--- src/hw/rtl/dsa_pkg.sv ---
// shared types and constants for the descriptor slot allocator
`timescale 1ns / 1ps

package dsa_pkg;

  localparam int SLOT_W        = 11;    // slot numbers and the slot limit
  localparam int LOW_SLOTS_DEF = 32;
  localparam int EXT_SLOTS_DEF = 1024;
  localparam int MARK_W        = 32;    // extended marks packed per memory word
  localparam int MARK_LOG      = 5;     // log2 of MARK_W
  localparam int CFG_DATA_W    = 32;
  localparam int CFG_ADDR_W    = 2;

  typedef enum logic [1:0] {
    ST_OK    = 2'd0,
    ST_FULL  = 2'd1,
    ST_RANGE = 2'd2
  } status_t;

  typedef enum logic {
    MODE_ALLOC = 1'b0,
    MODE_FREE  = 1'b1
  } mode_t;

endpackage

--- src/hw/rtl/descriptor_slot_allocator.sv ---
// descriptor slot allocator: low bitmap in flops, extended marks in a word-packed memory
`timescale 1ns / 1ps

// Hands out and takes back slot numbers. A request is taken when start is high and busy
// is low; its result appears on the out_ ports for exactly one cycle with out_strobe, and
// the receiver cannot stall it. The result is registered from the accepting cycle for an
// allocate served from the low bitmap, for a full answer while no extended slots are
// enabled, for an out-of-range answer and for a free of a low slot. A free of an extended
// slot and an allocate that hits the hinted slot first read the slot's mark memory word
// (S_FREE, S_HINT) and register the result from that state. A scan, which also gives a
// full answer when extended slots are enabled, checks the 32-slot memory words in S_SCAN
// in order from word 0, after S_HINT when the hint missed first. The scan rate is set by
// the single read port of the mark memory, one word per cycle. After reset, and after every
// write of slot_limit that takes effect, the block sweeps the mark memory to zero, one word
// per cycle, and holds busy high meanwhile.
// One request is in flight at a time.
module descriptor_slot_allocator
  import dsa_pkg::*;
#(
  parameter int LOW_SLOTS = LOW_SLOTS_DEF,
  parameter int EXT_SLOTS = EXT_SLOTS_DEF
) (
  input  logic                   clk,
  input  logic                   rst_n,
  // request channel
  input  logic                   start,
  output logic                   busy,
  input  logic                   in_mode,
  input  logic [SLOT_W-1:0]      in_slot,
  // result channel
  output logic                   out_strobe,
  output logic [1:0]             out_status,
  output logic [SLOT_W-1:0]      out_granted_slot,
  // configuration
  input  logic                   psel,
  input  logic                   penable,
  input  logic                   pwrite,
  input  logic [CFG_ADDR_W-1:0]  paddr,
  input  logic [CFG_DATA_W-1:0]  pwdata,
  output logic [CFG_DATA_W-1:0]  prdata,
  output logic                   pready
);

  localparam int NUM_WORDS = (EXT_SLOTS + MARK_W - 1) / MARK_W;
  localparam int WA_W      = (NUM_WORDS > 1) ? $clog2(NUM_WORDS) : 1;
  localparam int IDX_W     = WA_W + MARK_LOG;
  localparam int CMP_W     = ((IDX_W > SLOT_W) ? IDX_W : SLOT_W) + 1;
  localparam int LP_W      = $clog2(LOW_SLOTS);
  localparam int MAX_LIMIT = LOW_SLOTS + EXT_SLOTS;

  typedef enum logic [2:0] {
    S_CLEAR,
    S_IDLE,
    S_HINT,
    S_SCAN,
    S_FREE
  } state_t;

  state_t                state_r, state_nxt;
  logic [SLOT_W-1:0]     limit_r, limit_nxt;
  logic [LOW_SLOTS-1:0]  low_r, low_nxt;
  logic [SLOT_W-1:0]     hint_r, hint_nxt;
  logic [WA_W-1:0]       clr_cnt_r, clr_cnt_nxt;
  logic [WA_W-1:0]       scan_w_r, scan_w_nxt;
  logic [SLOT_W-1:0]     free_idx_r, free_idx_nxt;
  logic                  out_strobe_r, out_strobe_nxt;
  status_t               out_status_r, out_status_nxt;
  logic [SLOT_W-1:0]     out_slot_r, out_slot_nxt;

  // mark memory
  logic [MARK_W-1:0]     mark_mem [NUM_WORDS];
  logic [MARK_W-1:0]     rd_data_r;
  logic [WA_W-1:0]       rd_addr;
  logic                  wr_en;
  logic [WA_W-1:0]       wr_addr;
  logic [MARK_W-1:0]     wr_data;

  logic                  cfg_wr;
  logic [SLOT_W-1:0]     cfg_val;
  logic [SLOT_W-1:0]     ext_n;
  logic                  low_hit;
  logic [LP_W-1:0]       low_pos;
  logic [SLOT_W-1:0]     req_idx;
  logic [CMP_W-1:0]      scan_base;
  logic [CMP_W-1:0]      scan_rem;
  logic [MARK_W-1:0]     scan_free;
  logic                  word_hit;
  logic [MARK_LOG-1:0]   word_pos;
  logic [IDX_W-1:0]      scan_idx;
  logic [MARK_LOG-1:0]   hint_bit;
  logic [MARK_LOG-1:0]   free_bit;

  assign cfg_wr  = psel & penable & pwrite & pready;
  assign cfg_val = pwdata[SLOT_W-1:0];
  assign pready  = 1'b1;
  assign prdata  = CFG_DATA_W'(limit_r);

  assign busy             = (state_r != S_IDLE);
  assign out_strobe       = out_strobe_r;
  assign out_status       = out_status_r;
  assign out_granted_slot = out_slot_r;

  assign ext_n     = limit_r - SLOT_W'(LOW_SLOTS);
  assign req_idx   = in_slot - SLOT_W'(LOW_SLOTS);
  assign hint_bit  = hint_r[MARK_LOG-1:0];
  assign free_bit  = free_idx_r[MARK_LOG-1:0];
  assign scan_base = CMP_W'({scan_w_r, {MARK_LOG{1'b0}}});
  assign scan_rem  = CMP_W'(ext_n) - scan_base;
  assign scan_idx  = {scan_w_r, word_pos};

  // lowest clear bit of the low bitmap
  always_comb begin
    low_hit = 1'b0;
    low_pos = '0;
    for (int b = LOW_SLOTS - 1; b >= 0; b--) begin
      if (!low_r[b]) begin
        low_hit = 1'b1;
        low_pos = LP_W'(b);
      end
    end
  end

  // lowest clear mark of the current word that lies below the limit
  always_comb begin
    scan_free = '0;
    word_hit  = 1'b0;
    word_pos  = '0;
    for (int b = 0; b < MARK_W; b++) begin
      scan_free[b] = !rd_data_r[b] && (CMP_W'(b) < scan_rem);
    end
    for (int b = MARK_W - 1; b >= 0; b--) begin
      if (scan_free[b]) begin
        word_hit = 1'b1;
        word_pos = MARK_LOG'(b);
      end
    end
  end

  always_comb begin
    state_nxt      = state_r;
    limit_nxt      = limit_r;
    low_nxt        = low_r;
    hint_nxt       = hint_r;
    clr_cnt_nxt    = clr_cnt_r;
    scan_w_nxt     = scan_w_r;
    free_idx_nxt   = free_idx_r;
    out_strobe_nxt = 1'b0;
    out_status_nxt = out_status_r;
    out_slot_nxt   = out_slot_r;
    rd_addr        = '0;
    wr_en          = 1'b0;
    wr_addr        = '0;
    wr_data        = '0;

    case (state_r)
      S_CLEAR: begin
        wr_en       = 1'b1;
        wr_addr     = clr_cnt_r;
        clr_cnt_nxt = clr_cnt_r + 1'b1;
        if (clr_cnt_r == WA_W'(NUM_WORDS - 1)) begin
          state_nxt = S_IDLE;
        end
      end
      S_IDLE: begin
        if (start) begin
          if (in_mode == MODE_ALLOC) begin
            if (low_hit) begin
              low_nxt          = low_r | (LOW_SLOTS'(1) << low_pos);
              out_strobe_nxt   = 1'b1;
              out_status_nxt   = ST_OK;
              out_slot_nxt     = SLOT_W'(low_pos);
            end else if (ext_n == '0) begin
              out_strobe_nxt   = 1'b1;
              out_status_nxt   = ST_FULL;
              out_slot_nxt     = '0;
            end else if (hint_r < ext_n) begin
              rd_addr   = WA_W'(hint_r >> MARK_LOG);
              state_nxt = S_HINT;
            end else begin
              rd_addr    = '0;
              scan_w_nxt = '0;
              state_nxt  = S_SCAN;
            end
          end else begin
            if (in_slot >= limit_r) begin
              out_strobe_nxt = 1'b1;
              out_status_nxt = ST_RANGE;
              out_slot_nxt   = '0;
            end else if (in_slot < SLOT_W'(LOW_SLOTS)) begin
              low_nxt        = low_r & ~(LOW_SLOTS'(1) << in_slot);
              out_strobe_nxt = 1'b1;
              out_status_nxt = ST_OK;
              out_slot_nxt   = in_slot;
            end else begin
              rd_addr      = WA_W'(req_idx >> MARK_LOG);
              free_idx_nxt = req_idx;
              state_nxt    = S_FREE;
            end
          end
        end
      end
      S_HINT: begin
        if (!rd_data_r[hint_bit]) begin
          wr_en          = 1'b1;
          wr_addr        = WA_W'(hint_r >> MARK_LOG);
          wr_data        = rd_data_r | (MARK_W'(1) << hint_bit);
          hint_nxt       = hint_r + 1'b1;
          out_strobe_nxt = 1'b1;
          out_status_nxt = ST_OK;
          out_slot_nxt   = SLOT_W'(32'(hint_r) + LOW_SLOTS);
          state_nxt      = S_IDLE;
        end else begin
          // hinted slot taken: scan from the start
          rd_addr    = '0;
          scan_w_nxt = '0;
          state_nxt  = S_SCAN;
        end
      end
      S_SCAN: begin
        // next word is read ahead while this one is checked
        rd_addr    = scan_w_r + 1'b1;
        scan_w_nxt = scan_w_r + 1'b1;
        if (word_hit) begin
          wr_en          = 1'b1;
          wr_addr        = scan_w_r;
          wr_data        = rd_data_r | (MARK_W'(1) << word_pos);
          hint_nxt       = SLOT_W'(32'(scan_idx) + 1);
          out_strobe_nxt = 1'b1;
          out_status_nxt = ST_OK;
          out_slot_nxt   = SLOT_W'(32'(scan_idx) + LOW_SLOTS);
          state_nxt      = S_IDLE;
        end else if (scan_rem <= CMP_W'(MARK_W)) begin
          out_strobe_nxt = 1'b1;
          out_status_nxt = ST_FULL;
          out_slot_nxt   = '0;
          state_nxt      = S_IDLE;
        end
      end
      S_FREE: begin
        wr_en          = 1'b1;
        wr_addr        = WA_W'(free_idx_r >> MARK_LOG);
        wr_data        = rd_data_r & ~(MARK_W'(1) << free_bit);
        hint_nxt       = free_idx_r;
        out_strobe_nxt = 1'b1;
        out_status_nxt = ST_OK;
        out_slot_nxt   = SLOT_W'(32'(free_idx_r) + LOW_SLOTS);
        state_nxt      = S_IDLE;
      end
      default: begin
        state_nxt = S_IDLE;
      end
    endcase

    // a limit write above LOW_SLOTS restarts the clearing sweep
    if (cfg_wr && (paddr >> 2) == '0 && cfg_val > SLOT_W'(LOW_SLOTS)) begin
      if (32'(cfg_val) > MAX_LIMIT) begin
        limit_nxt = SLOT_W'(MAX_LIMIT);
      end else begin
        limit_nxt = cfg_val;
      end
      clr_cnt_nxt = '0;
      state_nxt   = S_CLEAR;
    end
  end

  always_ff @(posedge clk) begin
    if (!rst_n) begin
      state_r      <= S_CLEAR;
      limit_r      <= SLOT_W'(LOW_SLOTS);
      low_r        <= '0;
      hint_r       <= '0;
      clr_cnt_r    <= '0;
      scan_w_r     <= '0;
      free_idx_r   <= '0;
      out_strobe_r <= 1'b0;
      out_status_r <= ST_OK;
      out_slot_r   <= '0;
    end else begin
      state_r      <= state_nxt;
      limit_r      <= limit_nxt;
      low_r        <= low_nxt;
      hint_r       <= hint_nxt;
      clr_cnt_r    <= clr_cnt_nxt;
      scan_w_r     <= scan_w_nxt;
      free_idx_r   <= free_idx_nxt;
      out_strobe_r <= out_strobe_nxt;
      out_status_r <= out_status_nxt;
      out_slot_r   <= out_slot_nxt;
    end
  end

  always_ff @(posedge clk) begin
    rd_data_r <= mark_mem[rd_addr];
  end

  always_ff @(posedge clk) begin
    if (wr_en) begin
      mark_mem[wr_addr] <= wr_data;
    end
  end

endmodule

--- config.mk ---
export PLATFORM = sky130hd
export DESIGN_NAME = descriptor_slot_allocator
export DESIGN_NICKNAME = d
export VERILOG_FILES = /design/src/hw/rtl/dsa_pkg.sv /design/src/hw/rtl/descriptor_slot_allocator.sv
export SDC_FILE = /design/constraint.sdc
export NUM_CORES = 2
export LEC_CHECK = 0
export ABC_CLOCK_PERIOD_IN_PS = 8610
export BUFFER_PORTS_ARGS = -buffer_cell sky130_fd_sc_hd__buf_2
export CORE_MARGIN = 4
export CORE_UTILIZATION = 30
export CTS_CLUSTER_SIZE = 28
export DETAILED_ROUTE_END_ITERATION = 8
export SLEW_MARGIN = 15
export SYNTH_ARGS = -nofsm -noshare
export SYNTH_HDL_FRONTEND = slang
export SYNTH_SLANG_ARGS = --single-unit
export TNS_END_PERCENT = 5
--- constraint.sdc ---
create_clock -name clk -period 8.61 [get_ports clk]
set_input_delay 1.2915 -clock clk [delete_from_list [all_inputs] [get_ports clk]]
set_output_delay 1.2915 -clock clk [all_outputs]
set_load 0.01 [all_outputs]
==> results by group <==
Critical path
  – R2R depth: 17
  – Req. time, crit path: 8.98 ns
  – Crit Reg-Reg Endpoint: mark_mem[4][13]
  – Startpoint types: flop
  – Worst Setup SP: limit_r[5]
  – R2r startpoint: limit_r[5]
  – Setup CP Type: flop to flop
  – Worst Path Arrival: 8.07 ns
  – CP Capture Point: mark_mem[4][13]
  – Critical path fanouts, max: 19
  – CP Capture Type: flop
  – Reg2reg setup slack: 0.91 ns

Logic synthesis
  – Sequential area share after synthesis: 67.4%
  – Avg Synthesized Cell Area: 12.9 µm²
  – Synth top area share: 62.3%
  – Synth Flop Type: edfxtp_1
  – Synth area leaders: edfxtp_1 (62%), dfxtp_1 (5.0%), nand2_1 (4.2%), mux2_2 (2.9%), nand4_1 (2.8%)
  – Seq cells post-synth: 1148
  – Number of flops mapped to enable cells by yosys: 1024
  – Syn Std Cell Area: 49300 µm²
  – Post-synth ARST share: 0%
  – YS warnings: 0
  – Synth unique cells: 100
  – Syn Inst Count: 3812
  – Synth area leader: edfxtp_1

Timing
  – Final Hold Vio Count: 0
  – Worst Max-Slew Pin Slew: 1.21 ns
  – Final number of setup-violating endpoints: 0
  – F_max: 0.130 GHz
  – Fin. max-slew vios: 0
  – Skew final: 0.0434 ns
  – Tmin final: 7.70 ns
  – Worst slew margin: 19.1%
  – RSZ-0062 raised after global routing: false
  – Fin crit share: 89.4%
  – Hold WS: 0.476 ns
  – Setup tns final: 0 ns

CTS
  – H-tree levels: 3
  – Hold_buf cts: 0
  – Post-CTS setup buffer count: 0
  – CTS tree: built
  – Cts repair resizes: 0
  – CTS root buffer: clkbuf_16
  – CTS clk-pin slew, worst paths: 0.06 ns
  – Clk buf depth: 3
  – Insertion delay to the later sink of the worst-skew pair: 0.73 ns
  – Num CTS Buffers: 118
  – Clock Sinks: 1148

Finish
  – Final nets: 3936
  – Area of the multi-input gates: 15600 µm²
  – ANT cells: 0
  – Layout overhead on the synthesized area: 15.4%
  – Total area of sequential cells: 33200 µm²
  – Commonest non-fill, non-tap cells in the layout: edfxtp_1 (1024), nand2_1 (543), nor2_1 (309), nand4_1 (217), mux2i_1 (133)
  – Most common cell after layout, fill and taps aside: edfxtp_1
  – # fillers: 15500
  – Layout cell share with drive strength beyond 1: 14.9%

Detailed routing
  – DR DRC count: 0
  – ANT nets after route: 0
  – Vias post-DR: 33500
  – Via/cell ratio: 5.47
  – Drt initial violations: 4244
  – Avg WL per Cell: 24.6 µm
  – Initial DRT Pass Iterations: 5
  – WL final: 151 mm

Die
  – Starting Density: 30.2%
  – Num rows: 148
  – Core area: 163000 µm²
  – Die width: 413 µm
  – Io pins: 100
  – DIE HEIGHT: 413 µm
  – Die Area: 171000 µm²

Power and ir drop
  – Switch share: 22.2%
  – Gate power share: 4.7%
  – Pwr/cell area: 210 nW/µm²
  – Sw power: 2.65 mW
  – Clock group share of total power: 43.5%
  – Internal power: 9.28 mW
  – Leakage Power: 17.0 nW
  – Pwr Total: 11.9 mW
  – Reg power frac: 51.8%
  – VDD IR max: 0.159 mV

Global route
  – Vias in the first global route: 31500
  – GRT overflow: 0
  – GRT Util Overall: 17.1%
  – Initial antenna violation count: 0
  – First-pass GRT wire length: 218 mm
  – Largest net degree at the start of global routing: 168

Placed design
  – Detailed Place HPWL: 87.5 mm
  – PortBufs: 54
  – Final Wtd Congestion: 0.902

Hold path
  – Worst min path class: flop to flop

Run status
  – Outcome: complete, no violations

Run
  – Max-cap viol count: 0
cell families (layout without fill, tap and decap cells):
kind of cell               count (synthesis)  after routing  share of synthesized area, %
and+or+nand+nor                         1353           1353                          12.7
DFF                                     1148           1148                          67.4
AOI/OAI and AO/OA                        667            667                          9.98
buffers and inverters                    315            436                          2.60
muxes                                    269            269                          6.01
adders and majority gates                 34             34                         0.878
xor gates and xnor gates                  24             24                         0.426
other                                      2             22                        0.0152
state kept, by name (all words and copies together) (netlist names):
name	flops
free_idx_r	11
out_granted_slot	11
mark_mem	1024
rd_data_r	32
limit_r	11
out_strobe	1
hint_r	11
clr_cnt_r	5
low_r	32
scan_w_r	5
out_status	2
state_r	3
stage by stage:
step | worst slack (ns) | instance area (µm²) | std cells | utilization, %
2_1_floorplan | 2.41 | 49400 | 3832 | -
6_report | 0.909 | 56900 | 6128 | 34.9
5_1_grt | 0.397 | 56900 | 6128 | 34.9
4_1_cts | 1.05 | 56800 | 6124 | 34.8
3_3_place_gp | 1.14 | 52900 | 5901 | 32.4
3_5_place_dp | 1.10 | 52900 | 5901 | 32.4
cells in the mapped netlist (26+ instances only):
master,number
a21oi_1,129
a221o_1,67
clkbuf_1,204
dfxtp_1,124
edfxtp_1,1024
ha_1,33
inv_1,57
mux2_2,126
mux2i_1,133
nand2_1,547
nand2b_1,26
nand3_1,32
nand4_1,217
nor2_1,344
nor3_1,32
nor4_1,43
o2111ai_1,73
o21ai_0,105
o32ai_1,72
routing by layer:
metal / part of all wire, % / GRT usage, % / vias to the layer above
met3: 9.5 / 3.42 / 263
li1: - / - / 14700
met5: 0 / 0 / -
met2: 45 / 26.6 / 1670
met1: 42 / 23.9 / 16800
met4: 3.1 / 5.50 / 0
cell type report:
class	instances	share of cell area (%)
clock buffer	158	5.72
inverter	60	0.396
tap	2175	4.78
clock inverter	65	1.24
sequential	1148	58.4
multi-input combinational	2369	27.4
timing repair buffer	153	2.10
worst max-delay path: stages, from the launching register on:
cell and delay, ns:
dfxtp_1 0.46, inv_1 0.18, ha_1 0.26, xnor2_1 0.31, inv_1 0.09, ha_1 0.35, a211oi_1 0.40, o21ba_2 0.22
o221ai_1 0.32, a211oi_4 0.73, a21oi_1 0.29, nor4_1 0.52, nand4_2 0.35, or2_1 0.49, a31oi_1 0.46, nand3b_1 0.43
nor2_4 1.01, buf_4 0.46
power groups by stage:
stage / clock, mW / sequential, mW / combinational (mW)
4_1_cts: 5.27 / 6.17 / 0.550
6_report: 5.19 / 6.17 / 0.563
3_5_place_dp: 0 / 6.29 / 0.547
5_1_grt: 5.50 / 6.17 / 0.605
2_1_floorplan: 0 / 6.22 / 0.374
3_3_place_gp: 0 / 6.28 / 0.543
worst min-delay path by stage:
stage                              from             endpoint  slack [ns]  depth (start not counted)
finish              out_granted_slot[2]  out_granted_slot[2]        0.48                          2
global route        out_granted_slot[1]  out_granted_slot[1]        0.50                          2
CTS                 out_granted_slot[2]  out_granted_slot[2]        0.48                          2
detailed placement  out_granted_slot[2]  out_granted_slot[2]        0.47                          2
global placement          out_status[1]        out_status[1]        0.45                          2
floorplan                     low_r[26]            low_r[26]        0.46                          2
Note: power is estimated with default switching activity, not from simulation.
